File: config.mk
export PLATFORM = sky130hd
export DESIGN_NAME = vfc_nbr_addr
export DESIGN_NICKNAME = d
export VERILOG_FILES = /design/src/design/vfc_pkg.sv /design/src/design/vfc_nbr_addr.sv
export SDC_FILE = /design/constraint.sdc
export NUM_CORES = 1
export LEC_CHECK = 0
export BUFFER_PORTS_ARGS = -buffer_cell sky130_fd_sc_hd__clkbuf_2
export CAP_MARGIN = 40
export CELL_PAD_IN_SITES_DETAIL_PLACEMENT = 1
export CELL_PAD_IN_SITES_GLOBAL_PLACEMENT = 2
export CORE_MARGIN = 1
export CORE_UTILIZATION = 24
export DETAILED_ROUTE_END_ITERATION = 16
export GPL_TIMING_DRIVEN = 0
export PLACE_DENSITY_LB_ADDON = 0.1
export SLEW_MARGIN = 10
export SYNTH_ARGS = -nofsm -noshare
export SYNTH_HDL_FRONTEND = slang
export SYNTH_SLANG_ARGS = --single-unit
File: constraint.sdc
create_clock -name vclk -period 8.12
set_input_delay 0.406 -clock vclk [all_inputs]
set_output_delay 0.406 -clock vclk [all_outputs]
set_load 0.02 [all_outputs]
File: src/design/vfc_pkg.sv
// ----------------------------------------------------------------------------
// vfc_pkg
// Shared types and codes for the voxel face culling core: item kinds, face
// numbering, default chunk size and the per-face control word.
// ----------------------------------------------------------------------------
package vfc_pkg;

	localparam int unsigned CHUNK_WIDTH_DEF = 16;
	localparam int unsigned CHUNK_TALL_DEF  = 32;

	localparam int unsigned COORD_XZ_W = 4;
	localparam int unsigned COORD_Y_W  = 5;
	localparam int unsigned BLOCK_W    = 8;
	localparam int unsigned NBR_W      = 4;
	localparam int unsigned VERTEX_W   = 18;
	localparam int unsigned FACES      = 6;
	localparam int unsigned FACE_IDX_W = 3;
	localparam int unsigned COUNT_W    = 3;

	typedef enum logic [1:0] {
		KIND_WRITE_VOXEL  = 2'd0,
		KIND_WRITE_BORDER = 2'd1,
		KIND_RESTART      = 2'd2,
		KIND_QUERY        = 2'd3
	} kind_t;

	localparam logic [FACE_IDX_W-1:0] FACE_ZN  = 3'd0;
	localparam logic [FACE_IDX_W-1:0] FACE_ZP  = 3'd1;
	localparam logic [FACE_IDX_W-1:0] FACE_XN  = 3'd2;
	localparam logic [FACE_IDX_W-1:0] FACE_XP  = 3'd3;
	localparam logic [FACE_IDX_W-1:0] FACE_TOP = 3'd4;
	localparam logic [FACE_IDX_W-1:0] FACE_BOT = 3'd5;

	localparam logic [1:0] SIDE_ZN = 2'd0;
	localparam logic [1:0] SIDE_ZP = 2'd1;
	localparam logic [1:0] SIDE_XN = 2'd2;
	localparam logic [1:0] SIDE_XP = 2'd3;

	// per-face lookup info from the address unit
	typedef struct packed {
		logic at_edge;      // neighbor lies outside the chunk
		logic nbr_present;  // edge face backed by a present neighbor chunk
	} face_ctl_t;

	typedef enum logic [2:0] {
		S_IDLE = 3'b001,
		S_FACE = 3'b010,
		S_LAST = 3'b100
	} state_t;

endpackage

File: src/design/vfc_nbr_addr.sv
// ----------------------------------------------------------------------------
// vfc_nbr_addr
// Neighbor address unit: one shared add/subtract steps from the center voxel
// address to the neighbor of the selected face, plus border cell address.
// ----------------------------------------------------------------------------
module vfc_nbr_addr
	import vfc_pkg::*;
#(
	parameter int unsigned CHUNK_WIDTH = CHUNK_WIDTH_DEF,
	parameter int unsigned CHUNK_TALL  = CHUNK_TALL_DEF,
	parameter int unsigned VA_W        = $clog2(CHUNK_WIDTH * CHUNK_TALL * CHUNK_WIDTH),
	parameter int unsigned BA_W        = $clog2(4 * CHUNK_WIDTH * CHUNK_TALL)
) (
	input  logic [FACE_IDX_W-1:0] face,
	input  logic [VA_W-1:0]       center,
	input  logic [COORD_XZ_W-1:0] x,
	input  logic [COORD_Y_W-1:0]  y,
	input  logic [COORD_XZ_W-1:0] z,
	input  logic [NBR_W-1:0]      present,
	output logic [VA_W-1:0]       vaddr,
	output logic [BA_W-1:0]       baddr,
	output face_ctl_t             ctl
);

	localparam int unsigned SLICE = CHUNK_TALL * CHUNK_WIDTH;
	localparam int unsigned PLANE = CHUNK_WIDTH * CHUNK_TALL;

	logic [VA_W-1:0]       delta;
	logic                  sub;
	logic                  edge_hit;
	logic                  side_face;
	logic [1:0]            side;
	logic [COORD_XZ_W-1:0] col;

	always_comb begin
		delta     = VA_W'(1);
		sub       = 1'b0;
		edge_hit  = 1'b0;
		side_face = 1'b0;
		side      = SIDE_ZN;
		col       = x;
		case (face)
			FACE_ZN: begin
				sub       = 1'b1;
				edge_hit  = (z == '0);
				side_face = 1'b1;
				side      = SIDE_ZN;
			end
			FACE_ZP: begin
				edge_hit  = (int'(z) == CHUNK_WIDTH - 1);
				side_face = 1'b1;
				side      = SIDE_ZP;
			end
			FACE_XN: begin
				delta     = VA_W'(SLICE);
				sub       = 1'b1;
				edge_hit  = (x == '0);
				side_face = 1'b1;
				side      = SIDE_XN;
				col       = z;
			end
			FACE_XP: begin
				delta     = VA_W'(SLICE);
				edge_hit  = (int'(x) == CHUNK_WIDTH - 1);
				side_face = 1'b1;
				side      = SIDE_XP;
				col       = z;
			end
			FACE_TOP: begin
				delta    = VA_W'(CHUNK_WIDTH);
				edge_hit = (int'(y) == CHUNK_TALL - 1);
			end
			FACE_BOT: begin
				delta    = VA_W'(CHUNK_WIDTH);
				sub      = 1'b1;
				edge_hit = (y == '0);
			end
			default: begin
				edge_hit = 1'b1;
			end
		endcase
	end

	// the shared adder; at an edge the center address is reused to stay in range
	always_comb begin
		if (edge_hit) begin
			vaddr = center;
		end else if (sub) begin
			vaddr = center - delta;
		end else begin
			vaddr = center + delta;
		end
	end

	assign baddr = BA_W'(int'(side) * PLANE + int'(col) * CHUNK_TALL + int'(y));

	assign ctl.at_edge     = edge_hit;
	assign ctl.nbr_present = edge_hit & side_face & present[side];

endmodule

# Yosys cells after proc, flatten, opt, wreduce, memory -nomap -nowiden
# Cells that the tools add are included.
[op_classes]
addsub = 4
order_cmp = 1
eq_ne = 8
n_mux = 10
n_bitwise = 2
n_reduce_logical = 8
[ops]
columns = ["op", "count"]
rows = [
  ["$mux 13", 2],
  ["$pmux 10 s2", 1],
  ["$add 13x13->13", 1],
  ["$sub 13x13->13", 1],
  ["$add 11x5->11", 1],
  ["$add 11x9->11", 1],
  ["$eq 4x4->1 const B", 2],
  ["$logic_not 4->1", 2],
  ["$eq 3x2->1 const B", 2],
  ["$eq 3x3->1 const B", 2],
  ["$pmux 1 s6", 1],
  ["$pmux 2 s3", 1],
  ["$eq 5x5->1 const B", 1],
  ["$logic_not 5->1", 1],
  ["$mux 4", 1],
  ["$reduce_or 2->1", 2],
  ["$reduce_or 4->1", 1],
  ["$eq 3x1->1 const B", 1],
  ["$logic_not 3->1", 1],
  ["$lt 2x3->1 const B", 1],
  ["$mux 1", 3],
  ["$reduce_or 3->1", 1],
  ["$and 1x1->1", 2],
  ["$bmux 1 s2", 1],
]
[totals]
reg_bits = 0
inputBits = 33
output_inout_bits = 26

# Longest topological paths before layout
[depth]
ltp_word = 6
ltp_mapped = 12
mapped_depth_nobuf = 11

# Least setup slack after synthesis
# OpenSTA, ideal clock, no wires.
[synth_path]
path_kind = "input to output"
from = "in face[2]"
to = "out vaddr[12]"
arrival_time_ns = 3.043
required_time_ns = 7.714
setup_slack_ns = 4.671
cell_stages = 11
path_cell_list = "clkbuf_1 inv_1 o21ai_1 nand2_1 ha_1 and2b_1 a311o_1 o31a_1 a31o_1 a31oi_1 xor2_1"
[synth_via]
elab_chain_cells = 6
word_cells_on_any_way = 16
[synth_rtl]
columns = ["element", "line_no", "rtl"]
rows = [
  ["start: declaration", "vfc_nbr_addr.sv:14", "input logic [FACE_IDX_W-1:0] face,"],
  ["$eq 3x3->1 / $eq 3x2->1 (equally long branches)", "vfc_nbr_addr.sv:42", "case (face)"],
  ["$reduce_or 2->1 (no line)", "n/a", ""],
  ["$pmux 10 s2", "vfc_nbr_addr.sv:42", ""],
  ["$add 13x13->13 / $sub 13x13->13 (equally long branches)", "vfc_nbr_addr.sv:91, vfc_nbr_addr.sv:89", ""],
  ["$mux 13", "vfc_nbr_addr.sv:88", "end else if (sub) begin"],
  ["$mux 13 (*)", "vfc_nbr_addr.sv:86", "if (edge_hit) begin"],
  ["end: declaration", "vfc_nbr_addr.sv:20", "output logic [VA_W-1:0] vaddr,"],
]
# Every way passes the cells marked *; elsewhere a longest branch is shown, timed or not.

# Worst setup path in the final report
# Same ends and word-level chain as after synthesis.

==> metrics.txt <==
# TYPE chip_impl_metric gauge
chip_impl_metric{name="area_taken_by_flip_flops_and_latches",unit="um2"} 0
chip_impl_metric{name="wl",unit="um"} 3159
chip_impl_metric{name="drive_above_1_share",unit="%"} 36.68
chip_impl_metric{name="avgViaCountPerCell",unit=""} 5.028
chip_impl_metric{name="width_of_the_die",unit="um"} 65.81
chip_impl_metric{name="syn-cell-area",unit="um2"} 977.2
chip_impl_metric{name="cts_setup_buffers",unit=""} 0
chip_impl_metric{name="first_global_vias",unit=""} 1164
chip_impl_metric{name="nClkBuffers",unit=""} 0
chip_impl_metric{name="final_max_slew_viol_count",unit=""} 0
chip_impl_metric{name="num-fill-cells",unit=""} 505
chip_impl_metric{name="combined_area_of_the_multi_input_logic_cells",unit="um2"} 880.8
chip_impl_metric{name="drc_markers",unit=""} 0
chip_impl_metric{name="synth-seq-area-share",unit="%"} 0
chip_impl_metric{name="place.port_buffers",unit=""} 57
chip_impl_metric{name="timing_worst_slew_pin_value",unit="ns"} 0.4066
chip_impl_metric{name="area_of_the_core",unit="mm2"} 0.003771
chip_impl_metric{name="design.final.nets",unit=""} 248
chip_impl_metric{name="detailedPlacementHpwl",unit="um"} 2733
chip_impl_metric{name="vdd_ir_max",unit="uV"} 25.35
chip_impl_metric{name="drtIter0Drc",unit=""} 46
chip_impl_metric{name="global_route.overflow_total",unit=""} 0
chip_impl_info{name="rsz_0062_raised_after_global_routing",value="false"} 1
chip_impl_metric{name="timing.critical_path.fanout_max",unit=""} 9
chip_impl_metric{name="place.detailed.instances",unit=""} 247
chip_impl_info{name="criticalPathCategory",value="primary input to primary output"} 1
chip_impl_metric{name="ys_types",unit=""} 35
chip_impl_metric{name="starting_density_of_the_core",unit="%"} 25.91
chip_impl_metric{name="layout.sequential_cells",unit=""} 0
chip_impl_info{name="synth_top_cells_by_area",value="ha_1, mux2_2, o21ai_0"} 1
chip_impl_metric{name="count_of_standard_cell_rows",unit=""} 22
chip_impl_metric{name="worst-endpoint-required",unit="ns"} 7.71
chip_impl_metric{name="num_vias",unit=""} 1242
chip_impl_metric{name="fmax",unit="GHz"} 0.2575
chip_impl_metric{name="cts_hold_repair.buffers",unit=""} 0
chip_impl_metric{name="fin_crit",unit="ns"} 3.884
chip_impl_metric{name="final_cell_count_no_fill",unit=""} 247
chip_impl_metric{name="yosys_warnings",unit=""} 0
chip_impl_info{name="outcome",value="complete, no violations"} 1
chip_impl_metric{name="max_slew_margin",unit="%"} 72.89
chip_impl_metric{name="postSynthNetCount",unit=""} 189
chip_impl_metric{name="timing.final.crit_share",unit="%"} 47.83
chip_impl_info{name="library_cell_occupying_the_most_area_in_the_post_synthesis_netlist",value="ha_1"} 1
chip_impl_metric{name="place.gp.congestion",unit=""} 0.7305
chip_impl_info{name="synthMostInstantiatedCell",value="nand2_1"} 1
chip_impl_metric{name="first_pass_iteration_count_of_the_detailed_router",unit=""} 4
chip_impl_metric{name="setup_tns",unit="ns"} 0
chip_impl_metric{name="grt_antenna_before_repair",unit=""} 0
chip_impl_metric{name="synth_area_per_cell",unit="um2"} 6.882
chip_impl_metric{name="static_leakage_power",unit="nW"} 0.6885
chip_impl_info{name="min-delay-path-class",value="primary input to primary output"} 1
chip_impl_metric{name="fin_worst_hold_slack",unit="ns"} 1.102
chip_impl_metric{name="setup_violations",unit=""} 0
chip_impl_metric{name="final-hold-violation-count",unit=""} 0
chip_impl_metric{name="grt_use_total",unit="%"} 14.70
chip_impl_metric{name="antenna_left",unit=""} 0
chip_impl_metric{name="route.detailed.wl_per_inst",unit="um"} 12.79
chip_impl_metric{name="top_level_ports",unit=""} 59
chip_impl_info{name="worstSetupStartpointType",value="primary input"} 1
chip_impl_metric{name="cap_violations",unit=""} 0
chip_impl_info{name="worstSetupEndpointType",value="primary output"} 1
chip_impl_metric{name="areaGrowthSynthToFinish",unit="%"} 35.34
chip_impl_metric{name="grt_first_pass_wirelength",unit="um"} 5140
chip_impl_metric{name="power_per_cell_area",unit="mW/mm2"} 101.3
chip_impl_metric{name="grt_start_max_net_pins",unit=""} 11
chip_impl_metric{name="antenna_cells",unit=""} 0
chip_impl_metric{name="die_height",unit="um"} 65.81
chip_impl_metric{name="cts.repair.resized",unit=""} 0
chip_impl_metric{name="die_area",unit="mm2"} 0.004331
chip_impl_metric{name="p_total",unit="mW"} 0.1340
chip_impl_metric{name="critPathArrivalTime",unit="ns"} 3.48
chip_impl_metric{name="netlist.area_leader.share",unit="%"} 16.65
chip_impl_info{name="synth_commonest_cells",value="nand2_1, ha_1, o21ai_0"} 1
chip_impl_metric{name="syn_inst",unit=""} 142
[routing by layer]
metal / share of wire [%] / GRT usage, % / up-vias
met3: 4.5 / 0.5172 / 0
met4: 0 / 0 / 0
met1: 48 / 20.47 / 577
met2: 47 / 26.28 / 36
met5: 0 / 0 / -
li1: - / - / 629
[layout make-up]
cell class / count / share of cell area, %
timing repair buffer: 57 / 21.57
buffer: 11 / 5.014
multi-input combinational: 123 / 66.60
inverter: 8 / 2.271
tap: 48 / 4.541
[metrics by stage]
step,setup slack [ns],area [um2],utilization [%]
finish,4.236,1323,35.07
detailed placement,4.199,1323,35.07
floorplan,4.671,977.2,-
global placement,4.227,1323,35.07
global route,4.011,1323,35.07
CTS,4.183,1323,35.07
[layout by cell type, fill, tap and decap left out, drive strengths merged, types with 2 or more instances in the layout]
| cell | count |
|---|---|
| and4 | 2 |
| nor2 | 9 |
| nor2b | 3 |
| a31oi | 3 |
| a21oi | 9 |
| inv | 8 |
| nor3 | 3 |
| a21o | 2 |
| ha | 13 |
| nand2 | 16 |
| xor2 | 5 |
| or4 | 3 |
| mux2 | 6 |
| nand4 | 2 |
| and3 | 3 |
| clkbuf | 60 |
| o21ai | 20 |
| o31a | 2 |
| o21a | 4 |
| buf | 8 |
| xnor2 | 5 |
| nand2b | 2 |
[where the power goes]
group,switching (mW),leakage (nW),internal (mW)
Sequential,0,0,0
Clock,0,0,0
Combinational,0.0795,0.689,0.0545
[worst max-delay path, stage by stage]
cell,delay (ns)
clkbuf_1,0.30
inv_1,0.18
o21ai_1,0.37
nand2_1,0.23
ha_1,0.37
and2b_1,0.17
a311o_1,0.35
o31a_1,0.32
a31o_1,0.24
a31oi_1,0.20
xor2_1,0.16
clkbuf_2,0.19
[worst paths after layout]
| check | depth (start not counted) | slack, ns | end | startpoint |
|---|---|---|---|---|
| worst min-delay path | 3 | 1.10 | vaddr[12] | center[12] |
| worst max-delay path | 12 | 4.24 | vaddr[12] | face[2] |
[kinds of logic after synthesis]
logic type                 after synthesis  synth area share [%]
xor gates and xnor gates                10                 8.962
AOI/OAI and AO/OA                       47                 30.35
buffers and inverters                   19                 9.859
and+or+nand+nor                         45                 22.92
adders and majority gates               14                 18.69
muxes                                    7                 9.218
(Power assumes the default switching activity.)
